## config.mk

```make
export PLATFORM = sky130hd
export DESIGN_NAME = imvn_queue
export DESIGN_NICKNAME = d
export VERILOG_FILES = /design/src/rtl/core/imvn_pkg.sv /design/src/rtl/core/imvn_queue.sv
export SDC_FILE = /design/constraint.sdc
export NUM_CORES = 1
export LEC_CHECK = 0
export ABC_AREA = 1
export BUFFER_PORTS_ARGS = -buffer_cell sky130_fd_sc_hd__buf_2
export CAP_MARGIN = 15
export CORE_UTILIZATION = 55
export CTS_BUF_LIST = sky130_fd_sc_hd__clkbuf_4 sky130_fd_sc_hd__clkbuf_8 sky130_fd_sc_hd__clkbuf_16
export DETAILED_ROUTE_END_ITERATION = 8
export GPL_ROUTABILITY_DRIVEN = 0
export PLACE_DENSITY = 0.73
export SLEW_MARGIN = 20
export SYNTH_ARGS = -nofsm -noshare
export SYNTH_HDL_FRONTEND = slang
export SYNTH_SLANG_ARGS = --single-unit
```

## constraint.sdc

```tcl
create_clock -name clk -period 1.7 [get_ports clk]
set_input_delay 0.425 -clock clk [delete_from_list [all_inputs] [get_ports clk]]
set_output_delay 0.425 -clock clk [all_outputs]
set_load 0.01 [all_outputs]
```

## src/rtl/core/imvn_pkg.sv

```systemverilog
`timescale 1ns / 1ps
package imvn_pkg;
    localparam int DEF_VERTEX_COUNT = 1024;
    localparam int DEF_COORD_WIDTH = 16;
    localparam int QUEUE_DEPTH = 4;

    localparam int OP_W = 2;
    localparam int IDX_W = 10;
    localparam int NRM_W = 16;
    localparam int SUM_W = 24;
    localparam int VEC_W = 64;

    localparam logic [OP_W-1:0] OP_WRITE = 2'd0;
    localparam logic [OP_W-1:0] OP_TRI = 2'd1;
    localparam logic [OP_W-1:0] OP_READ = 2'd2;

    localparam int KIND_W = 2;
    localparam logic [KIND_W-1:0] K_WRITE = 2'd0;
    localparam logic [KIND_W-1:0] K_TRI = 2'd1;
    localparam logic [KIND_W-1:0] K_READ = 2'd2;
    localparam logic [KIND_W-1:0] K_BADREAD = 2'd3;

    localparam logic [NRM_W-1:0] ONE_Q14 = 16'd16384;
    localparam logic signed [SUM_W:0] SUM_MAX = 25'sd8388607;
    localparam logic signed [SUM_W:0] SUM_MIN = -25'sd8388608;
    localparam logic [VEC_W-1:0] RED_LIMIT = 64'd1 << 30;
endpackage

```

## src/rtl/core/imvn_queue.sv

```systemverilog
`timescale 1ns / 1ps
module imvn_queue #(
    parameter int WIDTH = 8,
    parameter int DEPTH = imvn_pkg::QUEUE_DEPTH
) (
    input  logic             clk,
    input  logic             rst_n,
    input  logic             push,
    input  logic [WIDTH-1:0] din,
    input  logic             pop,
    output logic [WIDTH-1:0] dout,
    output logic             empty,
    output logic             full
);
    localparam int PW = $clog2(DEPTH);
    localparam int CNW = $clog2(DEPTH + 1);

    logic [WIDTH-1:0] slot_reg [DEPTH];
    logic [PW-1:0]    wr_reg;
    logic [PW-1:0]    rd_reg;
    logic [CNW-1:0]   count_reg;

    assign empty = count_reg == '0;
    assign full = count_reg == CNW'(DEPTH);
    assign dout = slot_reg[rd_reg];

    always_ff @(posedge clk)
    begin
        if (push)
        begin
            slot_reg[wr_reg] <= din;
        end
    end

    always_ff @(posedge clk or negedge rst_n)
    begin
        if (!rst_n)
        begin
            wr_reg <= '0;
            rd_reg <= '0;
            count_reg <= '0;
        end
        else
        begin
            if (push)
            begin
                wr_reg <= (wr_reg == PW'(DEPTH - 1)) ? '0 : wr_reg + PW'(1);
            end
            if (pop)
            begin
                rd_reg <= (rd_reg == PW'(DEPTH - 1)) ? '0 : rd_reg + PW'(1);
            end
            if (push && !pop)
            begin
                count_reg <= count_reg + CNW'(1);
            end
            else if (pop && !push)
            begin
                count_reg <= count_reg - CNW'(1);
            end
        end
    end

    assert property (@(posedge clk) disable iff (!rst_n) push |-> !full)
        else $error("Queue written while full.");
    assert property (@(posedge clk) disable iff (!rst_n) pop |-> !empty)
        else $error("Queue read while empty.");
    assert property (@(posedge clk) disable iff (!rst_n)
        (push && !pop) |=> (count_reg == $past(count_reg) + CNW'(1)))
        else $error("Queue count lost a transfer.");
endmodule

```

==> metrics <==
cell total after placement=between 150 and 200; initial antenna violation count=0; Post-Synthesis Cells=144; grt total ovfl=0; starting density of the core=59.7%; commonest non-fill, non-tap cells in the layout=edfxtp_1 (32), nand2_1 (30), inv_1 (27), buf_2 (21), o211ai_1 (16); Clock Pin Slew Worst Setup and Hold Paths=roughly 0.11 ns; WHS Path Cells=1; register area share after synthesis=66.7%; post-route clock period utilization=108%; Max Transition Viols Final=0; leading area contributor after synthesis=edfxtp_1; Reg2Reg Depth=4; Post-route DRC=2; Worst Hold End=slot_reg[3][0]$_DFFE_PP_; die area=about 3300 um^2; Critical Path Most Common Cell=nand2_1; Hold Path Class=in2reg; Tot Pwr=about 3100 uW; layout cells sized above 1=between 20 and 25%; critical path required time=between 1 and 1.5 ns; fmax=546 MHz; nets=~190; Port Buffers=21; Multi-input gate area=442 um^2; CP Max Fanout=8; diode count=0; First-pass DRT Iterations=6; Filler cells=about 220; Min-Delay Startpoint=din[0]; Synth area leaders=edfxtp_1 (56%), dfrtp_1 (10%), nand2_1 (8.4%); Final Worst Setup Slack=-0.132 ns; RSZ-0062 raised after global routing=true; Syn-to-layout area delta=16.2%; Worst VDD drop=about 0.81 mV; Slowest Stage Delay on Critical Path=around 0.42 ns; final hold viol count=0; WL/cell=15.4 um; PwrDens=1560 nW/um^2; drt total wl=~3200 um; Lkg Pwr=around 0.00090 uW; CTS root buf=clkbuf_4; Register Area=about 1100 um^2; drt initial violations=42; Cell Count, Final, Fillers Out=about 210; R2R Setup Slk=0.32 ns; reg-to-reg startpoint=wr_reg[0]$_DFFE_PN0P_; Yosys top cell area share=between 50% and 60%; IO Count=22; count of cell types in the netlist=17; crit-path cells=inv_4 -> buf_12 -> nand2_1 -> o211ai_1 -> nand2_1 -> buf_2; die height=57.6 um; clk_lat worst skew=around 0.33 ns; CTS tree=built; worst setup path class=reg2out; Syn Nets=~160; clock skew=roughly 0.011 ns; failing checks=design-rule violations, negative setup slack; first-pass GRT wire length=5340 um; FF+latch count, synth=39; run status=finished, violations left; CTS max path bufs=2; CP Launch Type=flip-flop; Worst Setup End Kind=primary output; largest net degree at the start of global routing=17; CTS sink count=39; Die Wd=just under 60 um; synthesized cell area=1700 um^2; CP max-delay cell=dfrtp_1; max_cap viols=0; Worst-Margin Slew=between 0.3 and 0.4 ns; Tot GR Track Use=a little under a quarter; final setup fails=8; H-tree depth=2; Worst EP arrival=1.41 ns; via count=between 1000 and 1500; synth warn=0; # rows=19; post-DP HPWL=between 1500 and 2000 um; Rel. slew slack=between 70% and 80%; CTS buffer count=5; most common cell after layout, fill and taps aside=edfxtp_1; vias in the first global route=1209; Final min period=between 1.5 and 2 ns; Mean Syn Cell Area=between 10 and 15 um^2; via/cell ratio=between 5 and 6; Post-DRT Antenna Nets=0; core area=approximately 2900 um^2; max reg flops=32; worst r2r dst=slot_reg[2][7]$_DFFE_PP_
-- per-stage QoR --
stage	util [%]	hold slack, ns	setup WS, ns	TNS, ns	instance area [um^2]
finish	69.4	0.295	-0.132	-0.696	1980
global route	69.4	0.284	-0.198	-1.49	1980
CTS	68.8	0.285	-0.129	-0.814	1960
detailed placement	64.3	0.269	0.0525	0	1830
global placement	64.3	0.267	0.143	0	1830
floorplan	-	0.129	0.316	0	1700
-- kinds of logic after synthesis --
kind of cell	Yosys count	share of synthesized area (%)
XOR/XNOR	1	0.514
buffers and inverters	33	8.82
adder cells (fa/ha/maj)	7	5.58
flip-flops	39	66.7
AO/OA/AOI/OAI	21	8.52
AND/OR/NAND/NOR	43	9.85
-- power by group --
group / switching, uW / leakage (uW) / total [uW] / internal (uW)
registers: 137 / 0.000378 / 1410 / 1270
clock network: 276 / 0.0000285 / 422 / 147
logic: 720 / 0.000494 / 1250 / 532
-- Yosys cell counts --
library cell,n
a21oi_1,1
buf_4,1
buf_6,3
dfrtp_1,7
edfxtp_1,32
fa_1,1
ha_1,6
inv_1,27
inv_2,2
nand2_1,38
nand3_1,1
nand4_1,1
nor2_1,1
nor3_1,2
o211ai_1,16
o21ai_0,4
xnor2_1,1
-- worst max-delay path, delay by kind of cell, from the launching register on --
| kind | cells | cell delay [ns] |
|---|---|---|
| AOI/OAI and AO/OA | 1 | 0.09 |
| buffers and inverters | 3 | 0.43 |
| DFF | 1 | 0.42 |
| and+or+nand+nor | 2 | 0.14 |
-- layer usage --
| layer | up-vias | track usage, % | share of wire, % |
|---|---|---|---|
| li1 | 546 | - | - |
| met1 | 524 | 28.0 | 42 |
| met2 | 24 | 37.2 | 53 |
| met3 | 6 | 5.13 | 3.3 |
| met4 | 0 | 13.9 | 1.6 |
| met5 | - | 0 | 0 |
-- cell type report --
type                            count  share of cell area, %
Clock buffer                        5                   1.90
Clock inverter                      2                  0.442
Inverter                           29                   5.63
Multi-Input combinational cell     72                   22.3
Sequential cell                    39                   57.4
Tap cell                           31                   1.96
Timing Repair Buffer               27                   10.4
-- worst max-delay path by stage --
| stage | slack [ns] | start | to |
|---|---|---|---|
| 4_1_cts | -0.13 | rd_reg[0]$_DFFE_PN0P_ | dout[7] |
| 3_3_place_gp | 0.14 | push | count_reg[2]$_DFFE_PN0P_ |
| 2_1_floorplan | 0.32 | pop | count_reg[2]$_DFFE_PN0P_ |
| 5_1_grt | -0.20 | rd_reg[0]$_DFFE_PN0P_ | dout[0] |
| 3_5_place_dp | 0.05 | push | count_reg[2]$_DFFE_PN0P_ |
| 6_report | -0.13 | rd_reg[0]$_DFFE_PN0P_ | dout[7] |
-- timing repair --
action	in CTS	in global routing
gates cloned	2	0
resized for setup	6	6
buffers inserted	1	0
setup endpoints to repair	8	8
pin swaps	5	4
hold endpoints to repair	7	0
hold buffers	1	0
No activity file was read; power rests on OpenSTA's default activity.
