==> config.mk <==
export PLATFORM = sky130hd
export DESIGN_NAME = imvn_front
export DESIGN_NICKNAME = d
export VERILOG_FILES = /design/src/rtl/core/imvn_pkg.sv /design/src/rtl/core/imvn_front.sv
export SDC_FILE = /design/constraint.sdc
export NUM_CORES = 1
export LEC_CHECK = 0
export ABC_AREA = 1
export CAP_MARGIN = 20
export CORE_AREA = 5 5 42 44
export DETAILED_ROUTE_END_ITERATION = 16
export DIE_AREA = 0 0 47 49
export DONT_BUFFER_PORTS = 1
export GPL_TIMING_DRIVEN = 0
export PLACE_DENSITY_LB_ADDON = 0.15
export SYNTH_ARGS = -nofsm -noshare
export SYNTH_HDL_FRONTEND = slang
export SYNTH_SLANG_ARGS = --single-unit
==> constraint.sdc <==
create_clock -name vclk -period 0.84
set_input_delay 0.042 -clock vclk [all_inputs]
set_output_delay 0.042 -clock vclk [all_outputs]
set_load 0.03 [all_outputs]
==> src/rtl/core/imvn_pkg.sv <==
`timescale 1ns / 1ps
package imvn_pkg;
    localparam int DEF_VERTEX_COUNT = 1024;
    localparam int DEF_COORD_WIDTH = 16;
    localparam int QUEUE_DEPTH = 4;

    localparam int OP_W = 2;
    localparam int IDX_W = 10;
    localparam int NRM_W = 16;
    localparam int SUM_W = 24;
    localparam int VEC_W = 64;

    localparam logic [OP_W-1:0] OP_WRITE = 2'd0;
    localparam logic [OP_W-1:0] OP_TRI = 2'd1;
    localparam logic [OP_W-1:0] OP_READ = 2'd2;

    localparam int KIND_W = 2;
    localparam logic [KIND_W-1:0] K_WRITE = 2'd0;
    localparam logic [KIND_W-1:0] K_TRI = 2'd1;
    localparam logic [KIND_W-1:0] K_READ = 2'd2;
    localparam logic [KIND_W-1:0] K_BADREAD = 2'd3;

    localparam logic [NRM_W-1:0] ONE_Q14 = 16'd16384;
    localparam logic signed [SUM_W:0] SUM_MAX = 25'sd8388607;
    localparam logic signed [SUM_W:0] SUM_MIN = -25'sd8388608;
    localparam logic [VEC_W-1:0] RED_LIMIT = 64'd1 << 30;
endpackage

==> src/rtl/core/imvn_front.sv <==
`timescale 1ns / 1ps
module imvn_front #(
    parameter int VERTEX_COUNT = imvn_pkg::DEF_VERTEX_COUNT
) (
    input  logic [imvn_pkg::OP_W-1:0]   opcode,
    input  logic [imvn_pkg::IDX_W-1:0]  vertex_index,
    input  logic [imvn_pkg::IDX_W-1:0]  corner_a,
    input  logic [imvn_pkg::IDX_W-1:0]  corner_b,
    input  logic [imvn_pkg::IDX_W-1:0]  corner_c,
    output logic [imvn_pkg::KIND_W-1:0] kind,
    output logic [imvn_pkg::IDX_W-1:0]  index0,
    output logic                        keep
);
    logic vi_ok;
    logic tri_ok;

    assign vi_ok = {22'd0, vertex_index} < 32'(VERTEX_COUNT);
    assign tri_ok = ({22'd0, corner_a} < 32'(VERTEX_COUNT))
                 && ({22'd0, corner_b} < 32'(VERTEX_COUNT))
                 && ({22'd0, corner_c} < 32'(VERTEX_COUNT));

    always_comb
    begin
        kind = imvn_pkg::K_WRITE;
        index0 = vertex_index;
        keep = 1'b0;
        unique case (opcode)
            imvn_pkg::OP_WRITE:
            begin
                kind = imvn_pkg::K_WRITE;
                keep = vi_ok;
            end
            imvn_pkg::OP_TRI:
            begin
                kind = imvn_pkg::K_TRI;
                index0 = corner_a;
                keep = tri_ok;
            end
            imvn_pkg::OP_READ:
            begin
                kind = vi_ok ? imvn_pkg::K_READ : imvn_pkg::K_BADREAD;
                keep = 1'b1;
            end
            default:
            begin
                keep = 1'b0;
            end
        endcase
    end
endmodule

==> results.sh, run 1 <==
export IMPL_grt_pass1_wl_um=1021
export IMPL_setup_worst_path_end="kind[1]"
export IMPL_route_detailed_drc=0
export IMPL_start_util_pct=12.14
export IMPL_grt_pass1_vias=247
export IMPL_tns_ps=0
export IMPL_crit_chain="inv_1 -> buf_4 -> nor2_1"
export IMPL_synth_area_um2=170.2
export IMPL_crit_start="opcode[1]"
export IMPL_fillers=171
export IMPL_cts_resized_gates=0
export IMPL_gp_congestion=0.5659
export IMPL_post_place_ws_ps=111.8
export IMPL_drt_wl_total_um=683
export IMPL_cp_slowest_stage_delay_ps=430
export IMPL_postCtsHoldBufs=0
export IMPL_worstMarginPinSlew_ps=541.5
export IMPL_clkbuf_count=0
export IMPL_drtPass1Iterations=2
export IMPL_antenna_found_initial=0
export IMPL_die_h_um=49
export IMPL_yosysSeqAreaShare_pct=0
export IMPL_num_io_pins=55
export IMPL_drtIter0Drc=1
export IMPL_vdd_ir_drop_max_mv=0.1827
export IMPL_worstSetupPathDepth=3
export IMPL_path_buf_inv=2
export IMPL_diodes=0
export IMPL_synth_distinct_cells=6
export IMPL_min_period_ps=718.8
export IMPL_power_clock_fraction_pct=0
export IMPL_die_w_um=47
export IMPL_nNetsFinal=82
export IMPL_path_class="in -> out"
export IMPL_slew_headroom_pct=63.77
export IMPL_status="completed"
export IMPL_dp_cells=54
export IMPL_mostFrequentLayoutCell="nand2_1"
export IMPL_core_mm2=0.001401
export IMPL_combPwrFrac_pct=100.0
export IMPL_critPathLaunchType="primary input"
export IMPL_power_density_mw_per_mm2=945.2
export IMPL_ys_warn_count=0
export IMPL_grtUsageTotal_pct=5.754
export IMPL_fin_ws_ps=121.2
export IMPL_sw_frac_of_total_pct=81.54
export IMPL_syn_mean_instance_area_um2=4.478
export IMPL_grt_overflow_total=0
export IMPL_intPower_uw=33.19
export IMPL_grt_max_degree=11
export IMPL_syn_instance_count=38
export IMPL_setup_viol=0
export IMPL_leakage_nw=0.1208
export IMPL_postCtsSetupBuffers=0
export IMPL_cp_max_fo=10
export IMPL_hold_violations=0
export IMPL_drv_slew=0
export IMPL_fmax_mhz=1391
export IMPL_rows=14
export IMPL_placed_cell_area_um2=190.2
export IMPL_final_util_pct=13.57
export IMPL_rsz0062_at_grt="false"
export IMPL_layout_cells_most_common_list="nand2_1, nand3_1, inv_1, buf_4"
export IMPL_fin_area_um2=190.2
export IMPL_required_ps=800
export IMPL_dieArea_mm2=0.002303
export IMPL_path_delay_family="simple AND/OR/NAND/NOR gates"
export IMPL_arrival_ps=680
export IMPL_flops_and_latches=0
export IMPL_p_sw_uw=146.6
export IMPL_hpwl_um=550.4
export IMPL_vias_per_cell=4.426
export IMPL_drive_gt1_share_pct=7.895
export IMPL_p_total_uw=179.8
export IMPL_wire_per_inst_um=12.65
export IMPL_area_growth_pct=11.76
export IMPL_endpoint_kind="output port"
export IMPL_worst_hold_path_type="in -> out"
export IMPL_register_area_um2=0
export IMPL_syn_num_nets=80
export IMPL_vias=239
export IMPL_cp_slowest_cell="nor2_1"
export IMPL_drv_cap=0
export IMPL_io_buffers=0
export IMPL_power_frac_seq_pct=0
export IMPL_ant_nets=0
export IMPL_whs_ps=259.8
export IMPL_fin_cells=54
export IMPL_min_period_over_period_pct=85.57
## worst min path at each step
| stage | depth (start not counted) | startpoint | endpoint |
|---|---|---|---|
| floorplan | 1 | opcode[1] | keep |
| global placement | 1 | opcode[1] | keep |
| detailed placement | 1 | opcode[1] | keep |
| CTS | 1 | opcode[1] | keep |
| global route | 1 | opcode[1] | keep |
| finish | 1 | opcode[1] | keep |
## power by group through the flow
stage	sequential (mW)	combinational [mW]	clock [mW]
6_report	0	0.180	0
5_1_grt	0	0.197	0
3_3_place_gp	0	0.183	0
2_1_floorplan	0	0.167	0
4_1_cts	0	0.184	0
3_5_place_dp	0	0.184	0
## cell families (layout without fill, tap and decap cells)
family                 count (synthesis)  after routing  share of synthesized area (%)
buffers and inverters                  5              5                          19.85
and+or+nand+nor                       33             33                          80.15
## Yosys cell counts
cell type	instances	share of area, %
buf_4	2	8.8
buf_6	1	6.6
inv_1	2	4.4
nand2_1	22	49
nand3_1	10	29
nor2_1	1	2.2
## routing by layer
metal	global-route usage, %	up-vias	routed length (um)
met5	0	-	0
met4	0	0	0
met3	0	0	113
met2	10.63	23	333
met1	7.609	95	236
li1	-	121	-
## layout make-up
type	instances	area, um^2	share of cell area [%]
plain buffers	3	26.28	13.82
multi-input cells	33	136.4	71.71
inverters	2	7.507	3.947
well taps	16	20.02	10.53
No activity file was read; power rests on OpenSTA's default activity.
==> run 2, diff against run 1 <==
--- a/config.mk
+++ b/config.mk
@@ -5,7 +5,6 @@
 export SDC_FILE = /design/constraint.sdc
 export NUM_CORES = 1
 export LEC_CHECK = 0
-export ABC_AREA = 1
 export CAP_MARGIN = 20
 export CORE_AREA = 5 5 42 44
 export DETAILED_ROUTE_END_ITERATION = 16
==> run 2 against run 1 <==
Against the previous run:
- via count down 47%
- synthesized cell count down 63%
- first-iteration DRC count down 100%
- sequential cell count unchanged
- largest cell class unchanged
- critical endpoint is now index0[1]
- total power up 8.6%
- combinational power up 8%
==> results.sh, run 2 <==
export IMPL_drt_wl_total_um=420
export IMPL_rsz0062_at_grt="false"
export IMPL_cp_max_fo=10
export IMPL_syn_mean_instance_area_um2=13.58
export IMPL_hold_violations=0
export IMPL_leakage_nw=0.09141
export IMPL_setup_viol=0
export IMPL_status="completed"
export IMPL_vdd_ir_drop_max_mv=0.2182
export IMPL_syn_instance_count=14
export IMPL_placed_cell_area_um2=210.2
export IMPL_path_delay_family="multiplexers"
export IMPL_clkbuf_count=0
export IMPL_antenna_found_initial=0
export IMPL_drv_slew=0
export IMPL_tns_ps=0
export IMPL_core_mm2=0.001401
export IMPL_crit_chain="nor2b_4 -> buf_12 -> mux2_4"
export IMPL_flops_and_latches=0
export IMPL_whs_ps=197.8
export IMPL_grt_pass1_vias=109
export IMPL_synth_distinct_cells=6
export IMPL_num_io_pins=55
export IMPL_final_util_pct=15.00
export IMPL_min_period_ps=772.8
export IMPL_drtIter0Drc=0
export IMPL_path_class="in -> out"
export IMPL_die_w_um=47
export IMPL_netlist_area_leader_share_pct=71.05
export IMPL_intPower_uw=73.63
export IMPL_p_sw_uw=121.7
export IMPL_diodes=0
export IMPL_ys_warn_count=0
export IMPL_syn_num_nets=56
export IMPL_dieArea_mm2=0.002303
export IMPL_vias=127
export IMPL_synth_area_um2=190.2
export IMPL_wire_per_inst_um=14.00
export IMPL_cp_slowest_cell="mux2_4"
export IMPL_critPathLaunchType="primary input"
export IMPL_gp_congestion=0.5423
export IMPL_route_detailed_drc=0
export IMPL_combPwrFrac_pct=100.0
export IMPL_register_area_um2=0
export IMPL_worstMarginPinSlew_ps=580.2
export IMPL_grt_max_degree=11
export IMPL_slew_headroom_pct=61.24
export IMPL_start_util_pct=13.57
export IMPL_worst_hold_path_type="in -> out"
export IMPL_power_density_mw_per_mm2=929.0
export IMPL_fin_cells=30
export IMPL_drive_gt1_share_pct=85.71
export IMPL_synth_area_leaders="mux2_4, buf_12, nor2b_4, mux2_2, nor2b_1"
export IMPL_dp_cells=30
export IMPL_power_frac_seq_pct=0
export IMPL_drv_cap=0
export IMPL_endpoint_kind="output port"
export IMPL_postCtsHoldBufs=0
export IMPL_rows=14
export IMPL_yosysSeqAreaShare_pct=0
export IMPL_synth_most_common_cell="mux2_4"
export IMPL_mostFrequentLayoutCell="mux2_4"
export IMPL_cp_slowest_stage_delay_ps=360
export IMPL_cts_resized_gates=0
export IMPL_hpwl_um=414
export IMPL_min_period_over_period_pct=92.00
export IMPL_fmax_mhz=1294
export IMPL_grtUsageTotal_pct=2.526
export IMPL_fillers=165
export IMPL_path_buf_inv=1
export IMPL_required_ps=800
export IMPL_power_clock_fraction_pct=0
export IMPL_yosys_area_top_type="mux2_4"
export IMPL_ant_nets=0
export IMPL_area_growth_pct=10.53
export IMPL_grt_pass1_wl_um=469
export IMPL_grt_overflow_total=0
export IMPL_fin_area_um2=210.2
export IMPL_sw_frac_of_total_pct=62.29
export IMPL_arrival_ps=730
export IMPL_drtPass1Iterations=1
export IMPL_vias_per_cell=4.233
export IMPL_die_h_um=49
export IMPL_postCtsSetupBuffers=0
export IMPL_nNetsFinal=58
export IMPL_io_buffers=0
## run 2: cell types whose count changed after synthesis
| cell | previous run | this run |
|---|---|---|
| nand2_1 | 22 | 1 |
| nand3_1 | 10 | 0 |
| mux2_4 | 0 | 9 |
| buf_4 | 2 | 0 |
| inv_1 | 2 | 0 |
| buf_12 | 0 | 1 |
| buf_6 | 1 | 0 |
| mux2_2 | 0 | 1 |
| nor2_1 | 1 | 0 |
| nor2b_1 | 0 | 1 |
| nor2b_4 | 0 | 1 |
## run 2: stage by stage
stage | power, mW | setup WS [ps]
floorplan | 0.1894 | 85.81
global placement | 0.1987 | 65.18
detailed placement | 0.1977 | 59.66
CTS | 0.1978 | 59.14
global route | 0.2014 | 45.68
finish | 0.1953 | 67.19
## run 2: kinds of logic (layout without fill, tap and decap cells)
family                 Yosys count  in the layout  share of synthesized area, %
buffers and inverters            1              1                         10.53
multiplexers                    10             10                         76.97
AND/OR/NAND/NOR                  3              3                         12.50
## run 2: path summary, 6_finish.rpt
check | from | to | slack [ps] | cells after the start
max | opcode[0] | index0[1] | 70 | 3
min | opcode[0] | kind[1] | 200 | 1
## run 2: layout make-up
class / instances / area (um^2) / share of cell area [%]
plain buffers: 1 / 20.02 / 9.524
multi-input cells: 13 / 170.2 / 80.95
well taps: 16 / 20.02 / 9.524
## run 2: power by group through the flow
stage / combinational [mW] / clock [mW] / sequential [mW]
2_1_floorplan: 0.189 / 0 / 0
3_3_place_gp: 0.199 / 0 / 0
3_5_place_dp: 0.198 / 0 / 0
4_1_cts: 0.198 / 0 / 0
5_1_grt: 0.201 / 0 / 0
6_report: 0.195 / 0 / 0
## run 2: routing by layer
metal	routed length, um	up-vias	global-route usage, %
met5	0	-	0
met4	0	0	0
met3	133	0	0.3690
met2	204	22	5.430
met1	81	54	2.391
li1	-	51	-
==> run 3, diff against run 2 <==
--- a/config.mk
+++ b/config.mk
@@ -12,6 +12,7 @@
 export DONT_BUFFER_PORTS = 1
 export GPL_TIMING_DRIVEN = 0
 export PLACE_DENSITY_LB_ADDON = 0.15
+export REMOVE_ABC_BUFFERS = 1
 export SYNTH_ARGS = -nofsm -noshare
 export SYNTH_HDL_FRONTEND = slang
 export SYNTH_SLANG_ARGS = --single-unit
==> run 3 against run 2 <==
Against the previous run:
- the run now ends with negative setup slack left
- critical path depth shrank 1
- wire length is 39% higher
- clock-buffer cell count did not move
- via count fell by 0.79%
- worst hold slack got worse by 40 ps
- first-iteration DRC count stayed put
- die area did not move
- utilization fell by 0.54 points
- combinational power is essentially flat
- sequential cell count is the same
==> results.sh, run 3 (synthesis results as in run 2) <==
export IMPL_core_mm2=0.001401
export IMPL_drtIter0Drc=0
export IMPL_cp_slowest_cell="mux2_4"
export IMPL_grt_max_degree=8
export IMPL_flops_and_latches=0
export IMPL_postCtsHoldBufs=0
export IMPL_cp_max_fo=7
export IMPL_hold_violations=0
export IMPL_crit_chain="nor2b_4 -> mux2_4"
export IMPL_worst_hold_path_type="in -> out"
export IMPL_final_util_pct=14.46
export IMPL_p_total_uw=191.9
export IMPL_num_io_pins=55
export IMPL_tns_ps=-159.1
export IMPL_path_buf_inv=0
export IMPL_drtPass1Iterations=1
export IMPL_diodes=0
export IMPL_multi_input_area_um2=182.7
export IMPL_grt_pass1_wl_um=793
export IMPL_rows=14
export IMPL_fin_ws_ps=-29.04
export IMPL_path_delay_family="multiplexers"
export IMPL_vdd_ir_drop_max_mv=0.1978
export IMPL_fin_cells=30
export IMPL_fillers=165
export IMPL_post_place_ws_ps=-240.2
export IMPL_setup_viol=6
export IMPL_critPathLaunchType="primary input"
export IMPL_dieArea_mm2=0.002303
export IMPL_rsz0062_at_grt="true"
export IMPL_endpoint_kind="output port"
export IMPL_clkbuf_count=0
export IMPL_status="finished with violations"
export IMPL_path_class="in -> out"
export IMPL_placed_cell_area_um2=190.2
export IMPL_required_ps=800
export IMPL_io_buffers=0
export IMPL_cp_slowest_stage_delay_ps=400
export IMPL_fin_area_um2=202.7
export IMPL_grtUsageTotal_pct=4.632
export IMPL_antenna_found_initial=0
export IMPL_failed_checks="negative setup slack"
export IMPL_vias=126
export IMPL_arrival_ps=830
export IMPL_dp_cells=29
export IMPL_drv_slew=0
export IMPL_drt_wl_total_um=584
export IMPL_die_w_um=47
export IMPL_min_period_ps=869.0
export IMPL_register_area_um2=0
export IMPL_start_util_pct=13.57
export IMPL_wire_per_inst_um=19.47
export IMPL_vias_per_cell=4.200
export IMPL_mostFrequentLayoutCell="mux2_4"
export IMPL_die_h_um=49
export IMPL_drive_gt1_share_pct=85.71
export IMPL_leakage_nw=0.08962
export IMPL_nNetsFinal=58
export IMPL_gp_congestion=0.5181
export IMPL_power_density_mw_per_mm2=946.8
export IMPL_route_detailed_drc=0
export IMPL_fmax_mhz=1151
export IMPL_worstMarginPinSlew_ps=570.9
export IMPL_ant_nets=0
export IMPL_min_period_over_period_pct=103.5
export IMPL_whs_ps=157.3
export IMPL_area_growth_pct=6.579
export IMPL_grt_pass1_vias=173
export IMPL_layout_cells_most_common_list="mux2_4, nor2b_4, nor2b_1, nand2_1, nor2b_2"
export IMPL_grt_overflow_total=0
export IMPL_drv_cap=0
export IMPL_slew_headroom_pct=61.86
[run 3: cell count changes in the layout (fill, tap and decap cells not counted)]
| cell | before | now |
|---|---|---|
| nor2b_2 | 0 | 1 |
| buf_12 | 1 | 0 |
| mux2_4 | 9 | 10 |
| mux2_2 | 1 | 0 |
[run 3: final timing paths]
| path | slack, ps | start | depth (start not counted) | end |
|---|---|---|---|---|
| min | 160 | opcode[1] | 1 | kind[0] |
| max | -30 | opcode[0] | 2 | index0[9] |
[run 3: area by class of cell]
type / instances / area share, %
multi-input combinational: 14 / 90.12
tap: 16 / 9.877
[run 3: repair_timing]
action,in CTS,in global routing
pin swaps,0,0
buffers inserted,0,0
resized for setup,1,0
setup endpoints to repair,10,6
cloned,1,0
[run 3: power by group]
| part | total (mW) | internal [mW] | switching [mW] |
|---|---|---|---|
| Clock | 0 | 0 | 0 |
| Sequential | 0 | 0 | 0 |
| Combinational | 0.192 | 0.0691 | 0.123 |
| Total | 0.192 | 0.0691 | 0.123 |
[run 3: per-layer routing]
layer  GRT usage (%)  share of wire, %
met5               0                 0
met4               0                 0
met3           3.690                20
met2           6.787                43
met1           5.652                37
